**src/sv/assert_macros.svh**
```systemverilog
// assertion macros shared by the decoder modules
`ifndef ASSERT_MACROS_SVH
`define ASSERT_MACROS_SVH

// same-cycle implication, disabled while in reset
`define ASSERT_IMPL(label, clk, rst_n, ante, cons, msg) \
    label: assert property (@(posedge clk) disable iff (!rst_n) (ante) |-> (cons)) \
        else $error(msg);

// next-cycle implication, disabled while in reset
`define ASSERT_NEXT(label, clk, rst_n, ante, cons, msg) \
    label: assert property (@(posedge clk) disable iff (!rst_n) (ante) |=> (cons)) \
        else $error(msg);

`endif

```
**src/sv/b64d_pkg.sv**
```systemverilog
`timescale 1ns / 1ps

package b64d_pkg;

    // symbol codes beyond the 64 alphabet values
    localparam logic [6:0] SYM_SKIP    = 7'd64;
    localparam logic [6:0] SYM_PAD     = 7'd65;
    localparam logic [6:0] SYM_INVALID = 7'd66;

    // status codes
    localparam logic [1:0] ERR_NONE     = 2'd0;
    localparam logic [1:0] ERR_INVALID  = 2'd1;
    localparam logic [1:0] ERR_OVERFLOW = 2'd2;

    localparam logic [23:0] CAP_RESET = 24'hFFFFFF;

    typedef struct packed {
        logic [7:0] enc_char;
        logic       final_char;
    } t_in_item;

    typedef struct packed {
        logic [7:0]  out_byte;
        logic        is_status;
        logic [1:0]  status;
        logic [23:0] total_len;
        logic        run_last;
    } t_out_item;

    // all results caused by one character: up to three data bytes and a status
    typedef struct packed {
        logic [1:0]      cnt;
        logic            stat;
        logic [1:0]      status;
        logic [23:0]     total_len;
        logic [2:0][7:0] bytes;
    } t_bundle;

    // standard alphabet lookup
    function automatic logic [6:0] classify(input logic [7:0] c);
        logic [7:0] v;
        v = {1'b0, SYM_INVALID};
        if (c >= 8'h41 && c <= 8'h5A) begin
            v = c - 8'd65;
        end else if (c >= 8'h61 && c <= 8'h7A) begin
            v = c - 8'd71;
        end else if (c >= 8'h30 && c <= 8'h39) begin
            v = c + 8'd4;
        end else if (c == 8'h2B) begin
            v = 8'd62;
        end else if (c == 8'h2F) begin
            v = 8'd63;
        end else if (c == 8'h0A) begin
            v = {1'b0, SYM_SKIP};
        end else if (c == 8'h3D) begin
            v = {1'b0, SYM_PAD};
        end
        return v[6:0];
    endfunction

endpackage

```
**src/sv/base64_decoder.sv**
```systemverilog
`timescale 1ns / 1ps

// Streaming base64 decoder, standard alphabet: one encoded character per
// transfer, final_char closing the message with a status result that carries
// the error code and the decoded length. Characters that yield no result
// pass straight through the decode stage; one that completes a group of four,
// or the final one, occupies the result register until its results (up to
// four: three bytes and the status) have been sent. A character is taken
// every cycle but when the next result-bearing one reaches the decode stage
// before that register has drained: then the input stalls. Four characters
// give three bytes, so a steady stream runs at one character per cycle while
// the result side is ready. The user must write max_output_bytes (i_cfg_data)
// only between messages or while the block is idle; this is not enforced.
module base64_decoder (
    input  logic                i_clk,
    input  logic                i_rst_n,
    input  logic                i_in_valid,
    output logic                o_in_ready,
    input  b64d_pkg::t_in_item  i_in_data,
    output logic                o_out_valid,
    input  logic                i_out_ready,
    output b64d_pkg::t_out_item o_out_data,
    input  logic                i_cfg_valid,
    output logic                o_cfg_ready,
    input  logic [23:0]         i_cfg_data
);

    logic               r_in_vld;
    b64d_pkg::t_in_item r_in;
    logic [23:0]        r_max;

    b64d_pkg::t_bundle bnd;
    logic              bnd_empty;
    logic              out_free;
    logic              adv;

    // decode stage advances when its results have somewhere to go
    assign bnd_empty  = (bnd.cnt == 2'd0) && !bnd.stat;
    assign adv        = r_in_vld && (bnd_empty || out_free);
    assign o_in_ready = !r_in_vld || adv;
    assign o_cfg_ready = 1'b1;

    // input register
    always_ff @(posedge i_clk) begin
        if (!i_rst_n) begin
            r_in_vld <= 1'b0;
        end else if (o_in_ready) begin
            r_in_vld <= i_in_valid;
        end
    end

    always_ff @(posedge i_clk) begin
        if (o_in_ready && i_in_valid) begin
            r_in <= i_in_data;
        end
    end

    // capacity register
    always_ff @(posedge i_clk) begin
        if (!i_rst_n) begin
            r_max <= b64d_pkg::CAP_RESET;
        end else if (i_cfg_valid) begin
            r_max <= i_cfg_data;
        end
    end

    b64d_core u_core (
        .i_clk   (i_clk),
        .i_rst_n (i_rst_n),
        .i_adv   (adv),
        .i_item  (r_in),
        .i_max   (r_max),
        .o_bnd   (bnd)
    );

    b64d_out u_out (
        .i_clk       (i_clk),
        .i_rst_n     (i_rst_n),
        .i_load      (adv && !bnd_empty),
        .i_bnd       (bnd),
        .o_free      (out_free),
        .o_out_valid (o_out_valid),
        .i_out_ready (i_out_ready),
        .o_out_data  (o_out_data)
    );

endmodule

```
**src/sv/b64d_core.sv**
```systemverilog
`timescale 1ns / 1ps
`include "assert_macros.svh"

module b64d_core (
    input  logic               i_clk,
    input  logic               i_rst_n,
    input  logic               i_adv,
    input  b64d_pkg::t_in_item i_item,
    input  logic [23:0]        i_max,
    output b64d_pkg::t_bundle  o_bnd
);

    logic [1:0]  r_sym;
    logic [23:0] r_acc;
    logic [23:0] r_bw;
    logic        r_pad;
    logic [1:0]  r_err;

    logic [1:0]  n_sym;
    logic [23:0] n_acc;
    logic [23:0] n_bw;
    logic        n_pad;
    logic [1:0]  n_err;

    logic [6:0]      code;
    logic [23:0]     acc_sh;
    logic [1:0]      sym_mid;
    logic [23:0]     acc_mid;
    logic            pad_mid;
    logic [1:0]      err_mid;
    logic [1:0]      err_out;
    logic [23:0]     bw_out;
    logic [1:0]      need;
    logic [1:0]      kept;
    logic [2:0]      fits;
    logic [2:0][7:0] bytes;

    // symbol decode and accumulator shift
    always_comb begin
        code    = b64d_pkg::classify(i_item.enc_char);
        acc_sh  = {r_acc[17:0], code[5:0]};
        sym_mid = r_sym;
        acc_mid = r_acc;
        pad_mid = r_pad;
        err_mid = r_err;
        need    = 2'd0;
        bytes   = '0;
        if (r_err == b64d_pkg::ERR_NONE && !r_pad) begin
            if (code == b64d_pkg::SYM_INVALID) begin
                err_mid = b64d_pkg::ERR_INVALID;
            end else if (code == b64d_pkg::SYM_PAD) begin
                pad_mid = 1'b1;
            end else if (code != b64d_pkg::SYM_SKIP) begin
                acc_mid = acc_sh;
                sym_mid = r_sym + 2'd1;
            end
        end
        // full group or tail on the final character
        if (r_err == b64d_pkg::ERR_NONE && !r_pad && !code[6] && r_sym == 2'd3) begin
            need    = 2'd3;
            bytes   = {acc_sh[7:0], acc_sh[15:8], acc_sh[23:16]};
            acc_mid = '0;
        end else if (i_item.final_char && err_mid == b64d_pkg::ERR_NONE) begin
            if (sym_mid == 2'd3) begin
                need  = 2'd2;
                bytes = {8'd0, acc_mid[9:2], acc_mid[17:10]};
            end else if (sym_mid == 2'd2) begin
                need  = 2'd1;
                bytes = {8'd0, 8'd0, acc_mid[11:4]};
            end
        end
    end

    // capacity check byte by byte
    always_comb begin
        for (int i = 0; i < 3; i++) begin
            fits[i] = ({1'b0, r_bw} + 25'(i)) < {1'b0, i_max};
        end
        kept = need;
        if (need != 2'd0 && !fits[0]) begin
            kept = 2'd0;
        end else if (need >= 2'd2 && !fits[1]) begin
            kept = 2'd1;
        end else if (need == 2'd3 && !fits[2]) begin
            kept = 2'd2;
        end
        err_out = err_mid;
        if (kept != need) begin
            err_out = b64d_pkg::ERR_OVERFLOW;
        end
        bw_out = r_bw + {22'd0, kept};
    end

    // result bundle
    always_comb begin
        o_bnd.cnt       = kept;
        o_bnd.stat      = i_item.final_char;
        o_bnd.status    = err_out;
        o_bnd.total_len = bw_out;
        o_bnd.bytes     = bytes;
    end

    // next state, cleared after the final character
    always_comb begin
        n_sym = sym_mid;
        n_acc = acc_mid;
        n_pad = pad_mid;
        n_err = err_out;
        n_bw  = bw_out;
        if (i_item.final_char) begin
            n_sym = '0;
            n_acc = '0;
            n_pad = 1'b0;
            n_err = b64d_pkg::ERR_NONE;
            n_bw  = '0;
        end
    end

    always_ff @(posedge i_clk) begin
        if (!i_rst_n) begin
            r_sym <= '0;
            r_acc <= '0;
            r_bw  <= '0;
            r_pad <= 1'b0;
            r_err <= b64d_pkg::ERR_NONE;
        end else if (i_adv) begin
            r_sym <= n_sym;
            r_acc <= n_acc;
            r_bw  <= n_bw;
            r_pad <= n_pad;
            r_err <= n_err;
        end
    end

    // message state starts fresh after the final character
    `ASSERT_NEXT(a_clear_after_final, i_clk, i_rst_n, i_adv && i_item.final_char, r_sym == 2'd0 && r_bw == 24'd0 && r_err == b64d_pkg::ERR_NONE && !r_pad, "state not cleared after final")
    // a latched error is kept until the message ends
    `ASSERT_NEXT(a_err_sticky, i_clk, i_rst_n, i_adv && !i_item.final_char && r_err != b64d_pkg::ERR_NONE, r_err == $past(r_err), "latched error changed")

endmodule

```
**src/sv/b64d_out.sv**
```systemverilog
`timescale 1ns / 1ps
`include "assert_macros.svh"

module b64d_out (
    input  logic                i_clk,
    input  logic                i_rst_n,
    input  logic                i_load,
    input  b64d_pkg::t_bundle   i_bnd,
    output logic                o_free,
    output logic                o_out_valid,
    input  logic                i_out_ready,
    output b64d_pkg::t_out_item o_out_data
);

    logic              r_vld;
    logic [1:0]        r_idx;
    b64d_pkg::t_bundle r_bnd;

    logic at_stat;
    logic last;

    // current result of the held bundle
    always_comb begin
        at_stat = (r_idx == r_bnd.cnt);
        last    = r_bnd.stat ? at_stat : (r_idx == r_bnd.cnt - 2'd1);
        o_out_data.is_status = at_stat;
        o_out_data.run_last  = last;
        if (at_stat) begin
            o_out_data.out_byte  = 8'd0;
            o_out_data.status    = r_bnd.status;
            o_out_data.total_len = r_bnd.total_len;
        end else begin
            o_out_data.status    = b64d_pkg::ERR_NONE;
            o_out_data.total_len = 24'd0;
            case (r_idx)
                2'd0:    o_out_data.out_byte = r_bnd.bytes[0];
                2'd1:    o_out_data.out_byte = r_bnd.bytes[1];
                default: o_out_data.out_byte = r_bnd.bytes[2];
            endcase
        end
    end

    assign o_out_valid = r_vld;
    assign o_free      = !r_vld || (i_out_ready && last);

    // control: step through the bundle one transfer at a time
    always_ff @(posedge i_clk) begin
        if (!i_rst_n) begin
            r_vld <= 1'b0;
            r_idx <= '0;
        end else if (i_load) begin
            r_vld <= 1'b1;
            r_idx <= '0;
        end else if (r_vld && i_out_ready) begin
            if (last) begin
                r_vld <= 1'b0;
            end else begin
                r_idx <= r_idx + 2'd1;
            end
        end
    end

    // payload
    always_ff @(posedge i_clk) begin
        if (i_load) begin
            r_bnd <= i_bnd;
        end
    end

    `ASSERT_IMPL(a_no_empty_bundle, i_clk, i_rst_n, r_vld, r_bnd.cnt != 2'd0 || r_bnd.stat, "empty bundle held")
    `ASSERT_IMPL(a_idx_in_range, i_clk, i_rst_n, r_vld, r_idx <= r_bnd.cnt, "result index past bundle")

endmodule

```
**config.mk**
```make
export PLATFORM = sky130hd
export DESIGN_NAME = base64_decoder
export DESIGN_NICKNAME = d
export VERILOG_FILES = /design/src/sv/b64d_pkg.sv /design/src/sv/base64_decoder.sv /design/src/sv/b64d_core.sv /design/src/sv/b64d_out.sv
export VERILOG_INCLUDE_DIRS = /design/src /design/src/sv
export SDC_FILE = /design/constraint.sdc
export NUM_CORES = 1
export LEC_CHECK = 0
export ABC_AREA = 1
export BUFFER_PORTS_ARGS = -buffer_cell sky130_fd_sc_hd__buf_4
export CAP_MARGIN = 20
export CORE_MARGIN = 8
export CORE_UTILIZATION = 35
export DETAILED_ROUTE_END_ITERATION = 8
export PLACE_DENSITY_LB_ADDON = 0.2
export SLEW_MARGIN = 20
export SYNTH_ARGS = -nofsm -noshare
export SYNTH_HDL_FRONTEND = slang
export SYNTH_HIERARCHICAL = 1
export SYNTH_SLANG_ARGS = --single-unit
export TNS_END_PERCENT = 5
```
**constraint.sdc**
```tcl
create_clock -name i_clk -period 10.6 [get_ports i_clk]
set_input_delay 1.59 -clock i_clk [delete_from_list [all_inputs] [get_ports i_clk]]
set_output_delay 1.59 -clock i_clk [all_outputs]
set_load 0.02 [all_outputs]
```
---- After elaboration in Yosys (flattened, before gate mapping) ----
Index checks and enable logic that the tools add are counted.
Widths: inputs -> output; s select.
cells by class
  order comparisons ....................... 10
  eq/ne operators ......................... 18
  bitwise logic cells ..................... 2
  multiplexer cells ....................... 45
  reduce and logical (&&, ||, !) cells .... 44
  add/sub/neg operators ................... 9
operator list
  cell                   number
  $mux 18                6
  $mux 24                4
  $lt 25x24->1           2
  $mux 7                 6
  $mux 2                 16
  $mux 26                1
  $add 24x1->25 const B  1
  $add 24x2->25 const B  1
  $add 24x2->24          1
  $eq 8x6->1 const B     3
  $lt 24x24->1           1
  $ge 8x7->1 const B     2
  $le 8x7->1 const B     2
  $logic_and 1x1->1      16
  $mux 8                 2
  $pmux 8 s2             1
  $eq 7x7->1 const B     2
  $sub 7x7->7 const B    2
  $reduce_bool 2->1      5
  $logic_not 1->1        9
  $mux 1                 9
  $eq 2x2->1 const B     4
  $eq 8x4->1 const B     1
  $ge 8x6->1 const B     1
  other kinds (19)       30
word-level totals
  bits of input ports ..................... 38
  logic and storage cells ................. 147
  bits in registers ....................... 137

---- Longest topological paths before layout ----
  depth in word-level cells ............... 30
  mapped depth ............................ 35
  gate-level depth less buffers ........... 35

---- Hierarchy ----
Netlist, hierarchy kept.
modules (own cells, without submodules)
  module          sequential area each (sq um)  instances  area each (sq um)  cells each
  b64d_core       940.9                         1          6084.6             958
  b64d_out        1651.6                        1          2322.2             202
  base64_decoder  770.7                         1          1292.5             130

---- Least setup slack after synthesis ----
No wires, ideal clock.
  path type ............................... reg-to-output
  from .................................... reg u_core.r_bw[1]
  to ...................................... out o_in_ready
  arrival time ............................ 3143 ps
  buffers on the path ..................... 0
  setup slack ............................. 5867 ps
  cell stages (with the launch flop) ...... 24
  required time ........................... 9010 ps
  cell sequence ........................... dfxtp_1 -> ha_1 -> inv_1 -> nor2_1 -> inv_1 -> nor3_1 -> nand2_1 -> inv_1 -> nand2_1 -> nor2_1 -> xor2_1 -> ha_1 -> a21oi_1 -> nor2_1 -> a211oi_1 -> o21ai_0 -> nand3_1 -> nand2_1 -> nand2_1 -> nand2_1 -> nor2_1 -> nor2_1 -> nand2_1 -> nand3_1
RTL lines
  what                    line                  source
  from (decl)             b64d_core.sv:15       logic [23:0] r_bw;
  from (signal assigned)  b64d_core.sv:129      r_bw <= n_bw;
  to (decl)               base64_decoder.sv:18  output logic o_in_ready,

==> reports/metrics.csv <==
metric;value;unit
Tmin final;6.40;ns
Yosys warnings;6;
fin nets;1465;
Worst Tran Pin Value;0.943;ns
commonest cells after routing, fill and taps aside;nand2_1, inv_1, nor2_1;
via count;8333;
# IOs;77;
clock skew;0.0226;ns
sequential share of the synthesized area;0.347;
FF-to-FF End;u_core/r_acc[12]$_SDFFE_PN0P_;
clock root cell;clkbuf_16;
Worst Path Buf+Inv;5;
cell depth of the worst flop-to-flop path;24;
Synthesized Nets;1414;
Placed Area;0.0105;sq mm
final setup TNS;0;ns
total CTS buffers;17;
final core occ;0.403;
Layout area overhead;14.6;%
standard-cell rows;61;
Switching Fraction;0.287;
clk sink count;137;
crit end category;output pin;
Post-DRT Antenna Nets;0;
grt total ovfl;0;
CP arrival;4.81;ns
layout cells sized above 1;0.145;
clk_lat worst skew;0.44;ns
CTS resizes;0;
Pint;1050;uW
hold_buf cts;0;
All-Layer GR Usage;0.158;
Hold Path Cell Cnt;2;
Comb power frac;0.157;
Setup crit end;o_in_ready;
met2 Usage GRT;0.225;
Final period util;0.604;
Clk pwr share;0.442;
R2R setup slack;4.70;ns
Most used DFF post-synth;dfxtp_1;
FFs w/ async S/R, synth;0;
Crit path depth;24;
first-pass GRT wire length;42500;microns
CP dominant cell by count;nand2_1;
slew margin rel.;0.370;
commonest non-fill, non-tap cell in the layout;nand2_1;
final setup vio count;0;
vias in the first global route;7915;
Slowest-stage cell, CP;nor3_1;
DRC Markers;0;
flip-flop and latch count after synthesis;137;
clock tree buffer depth;2;
synth top area cells;edfxtp_1, dfxtp_1, nand2_1, ha_1, inv_1;
Die ar.;0.0333;sq mm
Worst IR Drop VDD;0.0000766;V
number of setup buffers added after CTS;0;
Initial DRC Count;615;
pwr dens;133;mW/mm^2
grt met1 use;0.239;
initial antenna violation count;0;
port buffer count;75;
n_diodes;0;
Die Wd;182;microns
worst-path cell chain;nand2_1, nor3_1, inv_1, nor2_1, inv_1, nor3_1, nand2_1, inv_1, a21oi_1, ha_1, nand4_1, nor3_1, a21oi_1, o21ai_0, nand3_1, nand2_1, nand2_1, nand2_1, nand2_2, a21oi_1, inv_1, nand2_1, nand3_1, buf_4;
Final Hold Fails;0;
CTS tree;yes;
initial core utilization;0.352;
Yosys top cell by area;edfxtp_1;
Synth top area share;0.192;
CP startpoint;u_core/r_bw[9]$_SDFFE_PN0P_;
drt first pass iters;5;
sequential power share;0.401;
vias per std cell;4.81;
H-Tree Level Count;4;
Mapped Area;0.00970;sq mm
drt wl/cell;15.1;microns
status;completed;
hold crit path type;flop to flop;
maximum fanout along the worst path;6;
P_leak;0.00521;uW
Die Y;182;microns
clock transition at the registers of the reported paths;0.07;ns
Pins Over Slew Limit;0;
detailed placement HPWL;20200;microns
core area;0.0276;sq mm
critical path's largest stage delay;0.55;ns
Max Fclk;0.156;GHz
startpoint types;flop;
grt peak-use layer;met1;
RePlAce Congestion;0.928;
Worst R2R Start;u_core/r_bw[8]$_SDFFE_PN0P_;
Post-Route WL;26100;microns
Synth cell types;56;
met3 Track Usage GR;0.0259;
Synth Instances;1290;
largest net degree at the start of global routing;53;
critical path's top delay family;simple AND/OR/NAND/NOR gates;
switching power;424;uW
EDFF count, synth;62;
max-cap violation count;0;
Post-Layout Inst Area;0.0111;sq mm
Crit Path Category;flop to output pin;
syn avg cell area;7.52;sq um
RSZ-0062 raised after global routing;false;
Critical Path RT;9.01;ns
power groups by stage:
stage	Clock, uW	Combinational (uW)	Sequential, uW
floorplan	0	173	598
global placement	0	232	603
detailed placement	0	233	603
CTS	664	234	592
global route	684	263	594
finish	652	232	592
cells in the mapped netlist (16+ instances only):
| library cell | number |
|---|---|
| dfxtp_1 | 75 |
| nand4_1 | 17 |
| edfxtp_1 | 62 |
| a21oi_1 | 80 |
| ha_1 | 85 |
| nor3_1 | 16 |
| clkbuf_1 | 23 |
| inv_1 | 169 |
| nand3_1 | 77 |
| nand2_1 | 311 |
| o21ai_0 | 46 |
| xor2_1 | 61 |
| nand2_2 | 32 |
| nand3_2 | 19 |
| nor2_1 | 109 |
cell families after synthesis:
group	after synthesis	synth area share
simple gates	606	0.285
compound gates	165	0.0977
flops	137	0.347
other cells	1	0.000387
xor+xnor	64	0.0578
buf+inv	231	0.101
fa+ha+maj	86	0.112
worst min-delay path by stage:
stage                      startpoint                     end  slack, ns
4_1_cts        r_max[19]$_SDFFE_PN1P_  r_max[19]$_SDFFE_PN1P_       0.46
5_1_grt        r_max[19]$_SDFFE_PN1P_  r_max[19]$_SDFFE_PN1P_       0.48
2_1_floorplan  r_max[10]$_SDFFE_PN1P_  r_max[10]$_SDFFE_PN1P_       0.43
3_5_place_dp   r_max[19]$_SDFFE_PN1P_  r_max[19]$_SDFFE_PN1P_       0.44
6_report       r_max[19]$_SDFFE_PN1P_  r_max[19]$_SDFFE_PN1P_       0.46
3_3_place_gp   r_max[22]$_SDFFE_PN1P_  r_max[22]$_SDFFE_PN1P_       0.44
metal layers:
layer  vias up  wire length, microns
li1       4285                     -
met1      3765                 13500
met2       254                 10500
met3        29                  1650
met4         0                   420
met5         -                     0
worst min-delay path: cells and delay by family (launching register included):
| family | cells | cell delay (ns) |
|---|---|---|
| flops | 1 | 0.32 |
| simple gates | 2 | 0.10 |
flip-flops by register name, summed over array words and instances, names as in the netlist:
register           count
r_in                   9
u_core/r_err           2
r_max                 24
u_core/r_pad           1
u_out/r_bnd           53
u_core/r_sym           2
u_out/r_idx            2
u_out/o_out_valid      1
r_in_vld               1
u_core/r_acc          18
u_core/r_bw           24
stage by stage:
step	hold WS, ns	cells	worst slack (ns)	total power (uW)
CTS	0.460	1732	4.26	1490
global placement	0.440	1700	4.43	835
global route	0.479	1732	3.86	1540
floorplan	0.429	1290	5.87	770
finish	0.455	1732	4.20	1480
detailed placement	0.443	1700	4.75	836
layout make-up:
class                   instances  area [sq um]
fillers                      2888         16400
multi-input cells             922          5360
well taps                     378           473
flip-flops and latches        137          3360
clock buffers                  19           433
clock inverters                13           191
repair buffers                 79           593
inverters                     184           696
Note: power is estimated with default switching activity, not from simulation.
